### src/rtl/core/lennard_jones_pair_energy_sum_assert.svh
// Assertion macros for the Lennard-Jones pair energy block
`ifndef LENNARD_JONES_PAIR_ENERGY_SUM_ASSERT_SVH
`define LENNARD_JONES_PAIR_ENERGY_SUM_ASSERT_SVH
`ifndef SYNTHESIS
// Check that a condition holds at every clock edge out of reset
`define LJES_CHECK(label, clk, rst_n, prop) \
    label: assert property (@(posedge clk) disable iff (!rst_n) (prop)) \
        else $error("ljes check failed");
// Check that a trigger is followed by a condition on the next edge
`define LJES_CHECK_NEXT(label, clk, rst_n, ante, cons) \
    label: assert property (@(posedge clk) disable iff (!rst_n) (ante) |=> (cons)) \
        else $error("ljes sequence check failed");
`else
`define LJES_CHECK(label, clk, rst_n, prop)
`define LJES_CHECK_NEXT(label, clk, rst_n, ante, cons)
`endif
`endif

### src/rtl/core/ljes_pkg.sv
// Shared constants for the Lennard-Jones pair energy block
`timescale 1ns / 1ps
package ljes_pkg;
    localparam int COORD_WIDTH_DEF = 32;
    localparam int FRAC_BITS_DEF   = 16;
    localparam int INTER_BITS      = 24;
    // quotient bits kept by the reciprocal; larger values saturate
    localparam int INV_BITS        = 29;
    localparam int ACC_W           = 48;
    localparam int CFG_W           = 32;
    localparam int CFG_IDX_W       = 2;
    localparam int BOX_W           = 31;

    localparam logic [ACC_W-1:0] ACC_MAX = {1'b0, {(ACC_W-1){1'b1}}};
    localparam logic [ACC_W-1:0] ACC_MIN = {1'b1, {(ACC_W-1){1'b0}}};

    localparam logic [BOX_W-1:0] BOX_WIDTH_RST  = 31'd65536000;
    localparam logic [BOX_W-1:0] BOX_HEIGHT_RST = 31'd65536000;
    localparam logic [BOX_W-1:0] CUTOFF_SQ_RST  = 31'd589824;

    typedef enum logic [CFG_IDX_W-1:0] {
        REG_BOX_WIDTH    = 2'd0,
        REG_BOX_HEIGHT   = 2'd1,
        REG_CUTOFF_SQ    = 2'd2,
        REG_ENERGY_SHIFT = 2'd3
    } t_reg_idx;
endpackage

### src/rtl/core/ljes_pair_if.sv
// Input channel carrying one atom pair per beat
`timescale 1ns / 1ps
interface ljes_pair_if #(parameter int COORD_WIDTH = 32);
    logic                          valid;
    logic                          ready;
    logic signed [COORD_WIDTH-1:0] first_x;
    logic signed [COORD_WIDTH-1:0] first_y;
    logic signed [COORD_WIDTH-1:0] second_x;
    logic signed [COORD_WIDTH-1:0] second_y;
    logic                          last_pair;
    modport source (output valid, first_x, first_y, second_x, second_y, last_pair,
                    input ready);
    modport sink   (input valid, first_x, first_y, second_x, second_y, last_pair,
                    output ready);
endinterface

### src/rtl/core/ljes_sum_if.sv
// Output channel carrying one energy sum per beat
`timescale 1ns / 1ps
interface ljes_sum_if;
    logic               valid;
    logic               ready;
    logic signed [47:0] energy_sum;
    logic               saturated;
    modport source (output valid, energy_sum, saturated, input ready);
    modport sink   (input valid, energy_sum, saturated, output ready);
endinterface

### src/rtl/core/lennard_jones_pair_energy_sum.sv
// Lennard-Jones pair energy accumulator around one shared multiplier
//
//  channel  | dir | handshake   | beat
//  i_pair   | in  | valid/ready | first_x, first_y, second_x, second_y, last_pair
//  o_sum    | out | valid/ready | energy_sum, saturated
//  i_cfg_*  | in  | write only  | index, data
//
// A counted pair passes through five 40x40 products on a 40x20 multiplier (low
// digit, then high digit, each), a 29-step restoring reciprocal divider and five
// one-state steps. Pairs beyond the 2^31 range go from the fold straight to the
// sum step; pairs outside the cutoff or too close to divide go there from the compare.
// Reset is synchronous; it restores the register defaults and clears the sum.
// A sum beat waits in the output register; a new pair is taken meanwhile and
// stalls only when its own sum is ready before the previous one leaves.
`timescale 1ns / 1ps
`include "lennard_jones_pair_energy_sum_assert.svh"
module lennard_jones_pair_energy_sum
    import ljes_pkg::*;
#(
    parameter int COORD_WIDTH = COORD_WIDTH_DEF,
    parameter int FRAC_BITS   = FRAC_BITS_DEF
) (
    input  logic                 i_clk,
    input  logic                 i_rst_n,
    input  logic                 i_cfg_we,
    input  logic [CFG_IDX_W-1:0] i_cfg_idx,
    input  logic [CFG_W-1:0]     i_cfg_data,
    ljes_pair_if.sink            i_pair,
    ljes_sum_if.source           o_sum
);
    localparam int DW   = COORD_WIDTH + 1;
    localparam int FW   = ((DW > BOX_W + 1) ? DW : BOX_W + 1) + 2;
    localparam int MW   = 40;
    localparam int DIGW = MW / 2;
    localparam int PW   = 2 * MW;
    localparam int SQW  = 2 * BOX_W;
    localparam int R2W  = SQW + 1 - FRAC_BITS;
    localparam int SH   = INTER_BITS - FRAC_BITS;
    localparam int U2W  = 55;
    localparam int LW   = U2W + 5;
    localparam int CW   = $clog2(INV_BITS);
    // largest r^2 whose reciprocal no longer fits the quotient
    localparam logic [R2W-1:0] SAT_R2 = R2W'(1) << (FRAC_BITS + INTER_BITS - INV_BITS);

    typedef enum logic [3:0] {
        ST_IDLE, ST_FOLD, ST_SQX, ST_SQY, ST_CMP, ST_DIV,
        ST_M1, ST_M2, ST_M3, ST_FIN, ST_ACC
    } t_state;

    t_state                  r_state;
    logic                    r_half;
    logic                    r_last;
    logic signed [DW-1:0]    r_dx, r_dy;
    logic [MW-1:0]           r_mul_a, r_mul_b;
    logic [PW-1:0]           r_prod;
    logic [SQW-1:0]          r_sq;
    logic [R2W-1:0]          r_r2;
    logic [BOX_W:0]          r_rem;
    logic [INV_BITS-1:0]     r_q;
    logic [CW-1:0]           r_cnt;
    logic [MW-1:0]           r_u;
    logic [U2W-1:0]          r_u2;
    logic [ACC_W-1:0]        r_val;
    logic [ACC_W-1:0]        r_acc;
    logic                    r_sat;
    logic                    r_out_valid;
    logic [ACC_W-1:0]        r_out_sum;
    logic                    r_out_sat;
    logic [BOX_W-1:0]        r_box_w, r_box_h, r_cut;
    logic signed [CFG_W-1:0] r_shift;

    logic [DIGW-1:0]         n_digit;
    logic [MW+DIGW-1:0]      n_part;
    logic [PW-1:0]           n_prod;
    logic signed [FW-1:0]    n_fx, n_fy;
    logic [FW-1:0]           n_ax, n_ay;
    logic                    n_far;
    logic [SQW:0]            n_r2sum;
    logic [BOX_W:0]          n_trial;
    logic                    n_qbit;
    logic [BOX_W:0]          n_rem;
    logic [INV_BITS-1:0]     n_q;
    logic signed [LW-1:0]    n_lj;
    logic signed [LW:0]      n_value;
    logic [ACC_W-1:0]        n_value_c;
    logic                    n_value_sat;
    logic signed [ACC_W:0]   n_acc_sum;
    logic [ACC_W-1:0]        n_acc;
    logic                    n_acc_sat;
    logic                    n_out_free;

    // Fold one displacement onto the nearest periodic image
    function automatic logic signed [FW-1:0] fold(input logic signed [DW-1:0] d,
                                                   input logic [BOX_W-1:0] box);
        logic signed [FW-1:0] de, be, he;
        de = FW'(d);
        be = $signed({{(FW-BOX_W){1'b0}}, box});
        he = $signed({{(FW-BOX_W+1){1'b0}}, box[BOX_W-1:1]});
        if (de > he)
            fold = de - be;
        else if (de < -he)
            fold = de + be;
        else
            fold = de;
    endfunction

    // Shared multiplier: low digit, then high digit shifted in
    always_comb begin
        n_digit = r_half ? r_mul_b[MW-1:DIGW] : r_mul_b[DIGW-1:0];
        n_part  = r_mul_a * n_digit;
        if (r_half)
            n_prod = r_prod + {n_part, {DIGW{1'b0}}};
        else
            n_prod = PW'(n_part);
    end

    // Fold, magnitude and range check
    always_comb begin
        n_fx  = fold(r_dx, r_box_w);
        n_fy  = fold(r_dy, r_box_h);
        n_ax  = n_fx[FW-1] ? FW'(-n_fx) : FW'(n_fx);
        n_ay  = n_fy[FW-1] ? FW'(-n_fy) : FW'(n_fy);
        n_far = (|n_ax[FW-1:BOX_W]) || (|n_ay[FW-1:BOX_W]);
        n_r2sum = {1'b0, r_sq} + {1'b0, n_prod[SQW-1:0]};
    end

    // One restoring divider step
    always_comb begin
        n_trial = {r_rem[BOX_W-1:0], 1'b0};
        n_qbit  = n_trial >= {1'b0, r_r2[BOX_W-1:0]};
        n_rem   = n_qbit ? n_trial - {1'b0, r_r2[BOX_W-1:0]} : n_trial;
        n_q     = {r_q[INV_BITS-2:0], n_qbit};
    end

    // Pair value: 4*(u2 - u) scaled down, plus shift, clamped; clamped accumulator add
    always_comb begin
        n_lj = ($signed({5'b0, r_u2}) - $signed({{(LW-MW){1'b0}}, r_u})) <<< 2;
        n_lj = n_lj >>> SH;
        n_value = LW'(n_lj) + (LW+1)'(r_shift);
        n_value_sat = (n_value[LW:ACC_W-1] != {(LW-ACC_W+2){1'b0}}) &&
                      (n_value[LW:ACC_W-1] != {(LW-ACC_W+2){1'b1}});
        if (n_value_sat)
            n_value_c = n_value[LW] ? ACC_MIN : ACC_MAX;
        else
            n_value_c = n_value[ACC_W-1:0];
        n_acc_sum = $signed({r_acc[ACC_W-1], r_acc}) + $signed({r_val[ACC_W-1], r_val});
        n_acc_sat = n_acc_sum[ACC_W] != n_acc_sum[ACC_W-1];
        if (n_acc_sat)
            n_acc = n_acc_sum[ACC_W] ? ACC_MIN : ACC_MAX;
        else
            n_acc = n_acc_sum[ACC_W-1:0];
        n_out_free = !r_out_valid || o_sum.ready;
    end

    // Configuration registers
    always_ff @(posedge i_clk) begin
        if (!i_rst_n) begin
            r_box_w <= BOX_WIDTH_RST;
            r_box_h <= BOX_HEIGHT_RST;
            r_cut   <= CUTOFF_SQ_RST;
            r_shift <= '0;
        end else if (i_cfg_we) begin
            case (i_cfg_idx)
                REG_BOX_WIDTH:    r_box_w <= i_cfg_data[BOX_W-1:0];
                REG_BOX_HEIGHT:   r_box_h <= i_cfg_data[BOX_W-1:0];
                REG_CUTOFF_SQ:    r_cut   <= i_cfg_data[BOX_W-1:0];
                REG_ENERGY_SHIFT: r_shift <= $signed(i_cfg_data);
                default: ;
            endcase
        end
    end

    // Sequencer, datapath registers and output register
    always_ff @(posedge i_clk) begin
        if (!i_rst_n) begin
            r_state     <= ST_IDLE;
            r_half      <= 1'b0;
            r_acc       <= '0;
            r_sat       <= 1'b0;
            r_out_valid <= 1'b0;
        end else begin
            // Load a sum beat, or drop the one taken by the sink
            if (r_state == ST_ACC && r_last && n_out_free)
                r_out_valid <= 1'b1;
            else if (o_sum.ready)
                r_out_valid <= 1'b0;
            case (r_state)
                ST_IDLE: begin
                    if (i_pair.valid) begin
                        r_dx    <= DW'(i_pair.second_x) - DW'(i_pair.first_x);
                        r_dy    <= DW'(i_pair.second_y) - DW'(i_pair.first_y);
                        r_last  <= i_pair.last_pair;
                        r_state <= ST_FOLD;
                    end
                end
                ST_FOLD: begin
                    if (n_far) begin
                        r_val   <= '0;
                        r_state <= ST_ACC;
                    end else begin
                        r_mul_a <= MW'(n_ax[BOX_W-1:0]);
                        r_mul_b <= MW'(n_ax[BOX_W-1:0]);
                        r_half  <= 1'b0;
                        r_state <= ST_SQX;
                    end
                end
                ST_SQX: begin
                    r_prod <= n_prod;
                    r_half <= !r_half;
                    if (r_half) begin
                        r_sq    <= n_prod[SQW-1:0];
                        r_mul_a <= MW'(n_ay[BOX_W-1:0]);
                        r_mul_b <= MW'(n_ay[BOX_W-1:0]);
                        r_state <= ST_SQY;
                    end
                end
                ST_SQY: begin
                    r_prod <= n_prod;
                    r_half <= !r_half;
                    if (r_half) begin
                        r_r2    <= n_r2sum[SQW:FRAC_BITS];
                        r_state <= ST_CMP;
                    end
                end
                ST_CMP: begin
                    if (r_r2 > R2W'(r_cut)) begin
                        r_val   <= '0;
                        r_state <= ST_ACC;
                    end else if (r_r2 <= SAT_R2) begin
                        r_val   <= ACC_MAX;
                        r_sat   <= 1'b1;
                        r_state <= ST_ACC;
                    end else begin
                        r_rem   <= (BOX_W+1)'(SAT_R2);
                        r_q     <= '0;
                        r_cnt   <= CW'(INV_BITS - 1);
                        r_state <= ST_DIV;
                    end
                end
                ST_DIV: begin
                    r_rem <= n_rem;
                    r_q   <= n_q;
                    r_cnt <= r_cnt - 1'b1;
                    if (r_cnt == '0) begin
                        r_mul_a <= MW'(n_q);
                        r_mul_b <= MW'(n_q);
                        r_half  <= 1'b0;
                        r_state <= ST_M1;
                    end
                end
                ST_M1: begin
                    r_prod <= n_prod;
                    r_half <= !r_half;
                    if (r_half) begin
                        r_mul_a <= n_prod[INTER_BITS+MW-1:INTER_BITS];
                        r_mul_b <= MW'(r_q);
                        r_state <= ST_M2;
                    end
                end
                ST_M2: begin
                    r_prod <= n_prod;
                    r_half <= !r_half;
                    if (r_half) begin
                        r_u     <= n_prod[INTER_BITS+MW-1:INTER_BITS];
                        r_mul_a <= n_prod[INTER_BITS+MW-1:INTER_BITS];
                        r_mul_b <= n_prod[INTER_BITS+MW-1:INTER_BITS];
                        r_state <= ST_M3;
                    end
                end
                ST_M3: begin
                    r_prod <= n_prod;
                    r_half <= !r_half;
                    if (r_half) begin
                        r_u2    <= n_prod[INTER_BITS+U2W-1:INTER_BITS];
                        r_state <= ST_FIN;
                    end
                end
                ST_FIN: begin
                    r_val <= n_value_c;
                    if (n_value_sat)
                        r_sat <= 1'b1;
                    r_state <= ST_ACC;
                end
                ST_ACC: begin
                    if (!r_last) begin
                        r_acc   <= n_acc;
                        r_sat   <= r_sat | n_acc_sat;
                        r_state <= ST_IDLE;
                    end else if (n_out_free) begin
                        r_out_sum   <= n_acc;
                        r_out_sat   <= r_sat | n_acc_sat;
                        r_acc       <= '0;
                        r_sat       <= 1'b0;
                        r_state     <= ST_IDLE;
                    end
                end
                default: r_state <= ST_IDLE;
            endcase
        end
    end

    assign i_pair.ready     = (r_state == ST_IDLE);
    assign o_sum.valid      = r_out_valid;
    assign o_sum.energy_sum = $signed(r_out_sum);
    assign o_sum.saturated  = r_out_sat;

    // Checks on the sequencer and divider
    `LJES_CHECK_NEXT(a_accept_starts, i_clk, i_rst_n, i_pair.valid && i_pair.ready, r_state == ST_FOLD)
    `LJES_CHECK(a_div_rem_bound, i_clk, i_rst_n, (r_state != ST_DIV) || (r_rem < {1'b0, r_r2[BOX_W-1:0]}))
    `LJES_CHECK(a_sum_from_last, i_clk, i_rst_n, !$rose(o_sum.valid) || $past(r_state == ST_ACC && r_last))
endmodule
### src/flat_wrapper.sv
// flat-port wrapper written by rule: the top's interface ports become plain ports
module lennard_jones_pair_energy_sum_flat import ljes_pkg::*;
#(
    parameter int COORD_WIDTH = COORD_WIDTH_DEF,
    parameter int FRAC_BITS   = FRAC_BITS_DEF
)
  (i_clk, i_rst_n, i_cfg_we, i_cfg_idx, i_cfg_data, i_pair_valid, i_pair_first_x, i_pair_first_y, i_pair_second_x, i_pair_second_y, i_pair_last_pair, i_pair_ready, o_sum_valid, o_sum_energy_sum, o_sum_saturated, o_sum_ready);
  ljes_pair_if #(.COORD_WIDTH(COORD_WIDTH)) i_pair_i ();
  ljes_sum_if o_sum_i ();
  input  logic i_clk;
  input  logic i_rst_n;
  input  logic i_cfg_we;
  input  logic [CFG_IDX_W-1:0] i_cfg_idx;
  input  logic [CFG_W-1:0] i_cfg_data;
  input wire logic [$bits(i_pair_i.valid)-1:0] i_pair_valid;
  input wire logic [$bits(i_pair_i.first_x)-1:0] i_pair_first_x;
  input wire logic [$bits(i_pair_i.first_y)-1:0] i_pair_first_y;
  input wire logic [$bits(i_pair_i.second_x)-1:0] i_pair_second_x;
  input wire logic [$bits(i_pair_i.second_y)-1:0] i_pair_second_y;
  input wire logic [$bits(i_pair_i.last_pair)-1:0] i_pair_last_pair;
  output wire logic [$bits(i_pair_i.ready)-1:0] i_pair_ready;
  output wire logic [$bits(o_sum_i.valid)-1:0] o_sum_valid;
  output wire logic [$bits(o_sum_i.energy_sum)-1:0] o_sum_energy_sum;
  output wire logic [$bits(o_sum_i.saturated)-1:0] o_sum_saturated;
  input wire logic [$bits(o_sum_i.ready)-1:0] o_sum_ready;
  assign i_pair_i.valid = i_pair_valid;
  assign i_pair_i.first_x = i_pair_first_x;
  assign i_pair_i.first_y = i_pair_first_y;
  assign i_pair_i.second_x = i_pair_second_x;
  assign i_pair_i.second_y = i_pair_second_y;
  assign i_pair_i.last_pair = i_pair_last_pair;
  assign i_pair_ready = i_pair_i.ready;
  assign o_sum_valid = o_sum_i.valid;
  assign o_sum_energy_sum = o_sum_i.energy_sum;
  assign o_sum_saturated = o_sum_i.saturated;
  assign o_sum_i.ready = o_sum_ready;
  lennard_jones_pair_energy_sum #(.COORD_WIDTH(COORD_WIDTH), .FRAC_BITS(FRAC_BITS)) u_core (.i_clk(i_clk), .i_rst_n(i_rst_n), .i_cfg_we(i_cfg_we), .i_cfg_idx(i_cfg_idx), .i_cfg_data(i_cfg_data), .i_pair(i_pair_i), .o_sum(o_sum_i));
endmodule
### config.mk
export PLATFORM = sky130hd
export DESIGN_NAME = lennard_jones_pair_energy_sum_flat
export DESIGN_NICKNAME = d
export VERILOG_FILES = /design/src/rtl/core/ljes_pkg.sv /design/src/rtl/core/ljes_pair_if.sv /design/src/rtl/core/ljes_sum_if.sv /design/src/rtl/core/lennard_jones_pair_energy_sum.sv /design/src/flat_wrapper.sv
export VERILOG_INCLUDE_DIRS = /design/src /design/src/rtl/core
export SDC_FILE = /design/constraint.sdc
export NUM_CORES = 2
export LEC_CHECK = 0
export ABC_CLOCK_PERIOD_IN_PS = 22000
export BUFFER_PORTS_ARGS = -buffer_cell sky130_fd_sc_hd__buf_2
export CORE_MARGIN = 8
export CORE_UTILIZATION = 37
export DETAILED_ROUTE_END_ITERATION = 8
export GPL_ROUTABILITY_DRIVEN = 0
export MAX_ROUTING_LAYER = met4
export PLACE_DENSITY = 0.64
export REMOVE_ABC_BUFFERS = 1
export SYNTH_ARGS = -nofsm -noshare
export SYNTH_HDL_FRONTEND = slang
export SYNTH_SLANG_ARGS = --single-unit
### constraint.sdc
create_clock -name i_clk -period 22 [get_ports i_clk]
set_input_delay 4.4 -clock i_clk [delete_from_list [all_inputs] [get_ports i_clk]]
set_output_delay 4.4 -clock i_clk [all_outputs]
set_load 0.01 [all_outputs]
Word level (Yosys, flattened, before mapping)
Index checks and enable logic that the tools add are counted.
Word-level totals
  bits in registers: 773
  bits in latches: 0
  RAM bits: 0
  ROM bits: 0
  bits of input ports: 168
  output and inout bits: 51
  word-level logic and storage cells: 184
  memories: 0
Operators by class
  $add $sub $neg: 17
  multipliers: 1
  div/mod/pow operators: 0
  magnitude comparators: 7
  equal/unequal tests: 32
  shifts and indexed selects: 0
  muxes and demuxes: 59
  bitwise operators: 1
  reductions and logical operators: 41
Operators with widths (number)
  $mux W48: 9
  $mux W35: 6
  $mux W40: 5
  $pmux W40 S5: 1
  $pmux W40 S4: 1
  $pmux W48 S3: 1
  $mux W31: 3
  $add A80 B80 Y80: 1
  $mux W79: 1
  $lt A33 B35 Y1: 2
  $neg A30 Y35: 2
  $neg A35 Y35: 2
  $add A33 B32 Y34: 2
  $sub A33 B32 Y34: 2
  $gt A33 B31 Y1: 2
  $sub A32 B32 Y33: 2
  $add A62 B62 Y63: 1
  $pmux W31 S2: 1
  $mul A40 B20 Y60: 1
  $mux W29: 2
  $pmux W29 S2: 1
  $sub A55 B40 Y56: 1
  $add A50 B32 Y51: 1
  $add A48 B48 Y49: 1
  46 further kinds: 107

Depth between registers and ports, before layout
  word-level depth: 10
  gate-level depth with buffers: 52
  mapped depth without buffers: 49

Least setup slack after synthesis
OpenSTA, ideal clock, no wires.
  kind: flip-flop to flip-flop
  start: register u_core.r_half
  end: register u_core.r_r2[42] (data pin)
  setup time: 0.258 ns
  arrival time: 11.096 ns
  slack: 10.646 ns
  stages on the path, launching flop included: 47
  cells stage by stage: dfxtp_1 buf_1 clkbuf_1 mux2_2 clkbuf_1 and2_1 fa_1 fa_1 inv_1 fa_1 inv_1 fa_1 inv_1 fa_1 inv_1 fa_1 fa_1 ha_1 (+11 left out) mux2i_1 inv_1 ha_1 a21o_1 a21o_1 a21o_1 a21o_1 a21oi_1 o21ai_0 a31oi_1 o31a_1 o21ai_1 a221o_1 a41o_1 a311oi_1 inv_1 a21oi_1 xnor2_1
On the way
  longest elaborated chain between the ends: 5
RTL lines
  from (decl): RTL line lennard_jones_pair_energy_sum.sv:51  | logic r_half;
  from (signal assigned): RTL line lennard_jones_pair_energy_sum.sv:209  | r_half <= !r_half;
  from (signal assigned): RTL line lennard_jones_pair_energy_sum.sv:219  | r_half <= !r_half;
  from (signal assigned): RTL line lennard_jones_pair_energy_sum.sv:253  | r_half <= !r_half;
  $mux W20: RTL line lennard_jones_pair_energy_sum.sv:109  | n_digit = r_half ? r_mul_b[MW-1:DIGW] : r_mul_b[DIGW-1:0];
  $mul A40 B20 Y60: RTL line lennard_jones_pair_energy_sum.sv:110  | n_part = r_mul_a * n_digit;
  $add A80 B80 Y80: RTL line lennard_jones_pair_energy_sum.sv:112  | n_prod = r_prod + {n_part, {DIGW{1'b0}}};
  $mux W79 *: RTL line lennard_jones_pair_energy_sum.sv:111  | if (r_half)
  via u_core.n_prod[33]: RTL line lennard_jones_pair_energy_sum.sv:74  | logic [PW-1:0] n_prod;
  $add A62 B62 Y63 *: RTL line lennard_jones_pair_energy_sum.sv:124  | n_r2sum = {1'b0, r_sq} + {1'b0, n_prod[SQW-1:0]};
  via u_core.n_r2sum[58]: RTL line lennard_jones_pair_energy_sum.sv:78  | logic [SQW:0] n_r2sum;
  to (signal assigned): RTL line lennard_jones_pair_energy_sum.sv:221  | r_r2 <= n_r2sum[SQW:FRAC_BITS];
  to (decl): RTL line lennard_jones_pair_energy_sum.sv:57  | logic [R2W-1:0] r_r2;
Mark *: on every way through the listed nets, which the timed path passes. The rest lies on a longest branch.
A chain may end at the register's enable or synchronous reset.

Worst setup path in the final report
Ends and elaborated chain as after synthesis.

==> summary.md <==
| Metric | Value |
|---|---|
| Most common cell after layout, fill and taps aside | nand2_1 |
| Avg WL per Cell | 21.7 um |
| Initial antenna violation count | 22 |
| Clock Sinks | 772 |
| Initial core utilization | 37.1% |
| Final Setup Violations | 0 |
| Mapped cell area | 83400 um^2 |
| Synth-to-layout area growth | 8.78% |
| Post-CTS Setup Bufs | 0 |
| Arr. time, crit path | 13.69 ns |
| First-pass GRT wire length | 408000 um |
| Worst hold path type | reg2reg |
| Die H | 491 um |
| CTS resizes | 0 |
| Clock Tree Buf Depth | 3 |
| Detailed placement HPWL | 205000 um |
| DR vias | 69900 |
| Crit path largest cell delay | about 0.83 ns |
| Final hold vios | 0 |
| Drt total wl | around 270000 um |
| Clock Skews | between 0.03 and 0.04 ns |
| Tightest Pin Transition | 1.25 ns |
| CTS buffer count | 86 |
| Area of the multi-input gates | about 57000 um^2 |
| RSZ-0062 raised after global routing | false |
| Seq/Total Area, Yosys | 25.6% |
| CTS tree | yes |
| Crit-path max FO | 49 |
| Mapped Cells | 9198 |
| Fraction of registers with async set or reset after synthesis | 0% |
| Family with the most delay on the worst path | compound AO/OA/AOI/OAI gates |
| Core area | 224000 um^2 |
| Die Area | approximately 240000 um^2 |
| Ranking of synthesized cells by area | edfxtp_1 (21%), fa_1 (17%), ha_1 (12%), nand2_1 (5.0%), inv_1 (4.8%) |
| FMAX | 75.5 MHz |
| Depth of the CTS H-tree | 3 |
| Worst skew pair latency | 0.72 ns |
| Nets | 10900 |
| TritonRoute pass-1 iters | 8 |
| Critical Path Sink Type | flip-flop |
| Crit path time final | 13.24 ns |
| Rel. slew slack | 16.8% |
| Number of placed I/O pins | 219 |
| Gr usage total | 21.8% |
| Synth unique cells | 97 |
| DRC | 0 |
| Cts hold-fix bufs | 0 |
| Vias in the first global route | 68900 |
| CP Buf/Inv Count | 9 |
| Vias per inst | 5.68 |
| Overflow left after global routing | 0 |
| Syn_area_per_cell | 9.06 um^2 |
| Status | complete, no violations |
| CP required | ~22 ns |
| Slowest CP cell | o31ai_1 |
| Port bufs | about 220 |
| Clock-pin transition on the worst setup and hold timing paths | 0.07 ns |
| ANT nets after route | 0 |
| Fin crit share | 60.2% |
| Cell Rows | approximately 170 |
| Register area | roughly 21000 um^2 |
| Ys Warns | 0 |
| # fillers | ~22000 |
| Synth Register Bits | ~770 |
| Post-synth EDFFs | 592 |
| Drt first-iter violations | around 7200 |
| Die width | 491 um |
| Main synth FF type | edfxtp_1 |
| Most frequent cells in the layout | nand2_1 (1119), inv_1 (1062), ha_1 (809) |
| Root buffer cell | clkbuf_16 |
| Biggest area consumer among synthesized cells | edfxtp_1 |
| Max Cap Viol | 0 |
| Pin count of the biggest net entering global routing | 80 |
| Setup TNS | 0 ns |
| Top cell type's share of synthesized area | 21.3% |
| Crit path launch type | flip-flop |
| Count of pins over their slew limit | 0 |
| Layout cells sized above 1 | between 6 and 7% |
| Critical path class | reg2reg |
-- through the flow --
stage          util [%]  instances  setup slack, ns  hold WS (ns)  cell area (um^2)
2_1_floorplan         -       8810             9.72         0.432             81900
6_report           40.4      12300             8.76         0.466             90700
5_1_grt            40.4      12300             8.30         0.479             90700
4_1_cts            40.4      12300             8.98         0.466             90700
3_5_place_dp       39.1      12100             9.03         0.457             87700
3_3_place_gp       39.1      12100             8.99         0.443             87700
-- routing by layer --
layer | global-route usage [%] | part of all wire [%] | vias to the layer above
li1 | - | - | 31700
met1 | 29.1 | 42 | 34400
met2 | 33.3 | 44 | 3208
met3 | 3.33 | 8.6 | 624
met4 | 8.97 | 5.1 | 0
met5 | - | 0 | -
-- cell type report --
| class | instances | area share (%) |
|---|---|---|
| Multi-Input combinational cell | 6973 | 62.5 |
| Sequential cell | 772 | 23.6 |
| Inverter | 1065 | 4.41 |
| Tap cell | 2992 | 4.13 |
| Clock buffer | 119 | 2.66 |
| Timing Repair Buffer | 332 | 2.15 |
| Clock inverter | 42 | 0.585 |
| Antenna cell | 10 | 0.0276 |
-- synthesized netlist by cell type, drive strengths merged, types with 79 or more instances --
cell / instances
xor2: 133
nor2b: 85
nand3: 127
xnor2: 322
ha: 809
nor2: 530
o21ai: 377
dfxtp: 180
nand2: 1119
a21o: 280
inv: 1065
fa: 690
a31oi: 79
clkbuf: 348
nand2b: 89
and2: 402
nor3: 130
a21boi: 142
o21a: 84
edfxtp: 592
a21oi: 470
-- worst paths after layout --
| check | endpoint | from | cells after the start | slack [ns] |
|---|---|---|---|---|
| worst max register to register | u_core.r_r2[42] | u_core.r_half | 45 | 8.76 |
| worst min-delay path | u_core.r_cut[17] | u_core.r_cut[17] | 2 | 0.47 |
| worst max-delay path | u_core.r_r2[42] | u_core.r_half | 45 | 8.76 |
| worst min register to register | u_core.r_cut[17] | u_core.r_cut[17] | 2 | 0.47 |
-- state kept, by name, summed over array words and instances, names as in the netlist, 4 cells and up --
register / cells
u_core.r_cut: 31
u_core.r_acc: 48
u_core.r_mul_b: 40
u_core.r_r2: 47
u_core.r_dy: 33
u_core.r_sq: 62
u_core.r_rem: 31
u_core.r_box_h: 31
u_core.r_prod: 79
u_core.r_cnt: 5
u_core.r_box_w: 31
u_core.r_mul_a: 40
u_core.r_u: 40
u_core.r_state: 4
u_core.r_u2: 55
u_core.r_q: 29
u_core.r_dx: 33
u_core.r_shift: 32
u_core.o_sum.energy_sum: 48
u_core.r_val: 48
-- tightest hold or removal path: stages, from the launching register on --
cell,delay (ns)
dfxtp_1,0.31
nand2_1,0.05
a21boi_0,0.06
-- kinds of logic (layout without fill, tap and decap cells) --
group	after synthesis	in the layout	share of synthesized area, %
XOR/XNOR	456	456	4.81
AO/OA/AOI/OAI	2071	2071	16.7
adder cells (fa/ha/maj)	1513	1513	28.9
buffers and inverters	1453	1558	6.58
multiplexers	109	109	1.37
other	0	10	0
flip-flops	772	772	25.6
AND/OR/NAND/NOR	2824	2824	16.1
Power is left out: the tool's default activity adds up to more than one toggle a clock period on the data nets, which glitch-free logic cannot reach.
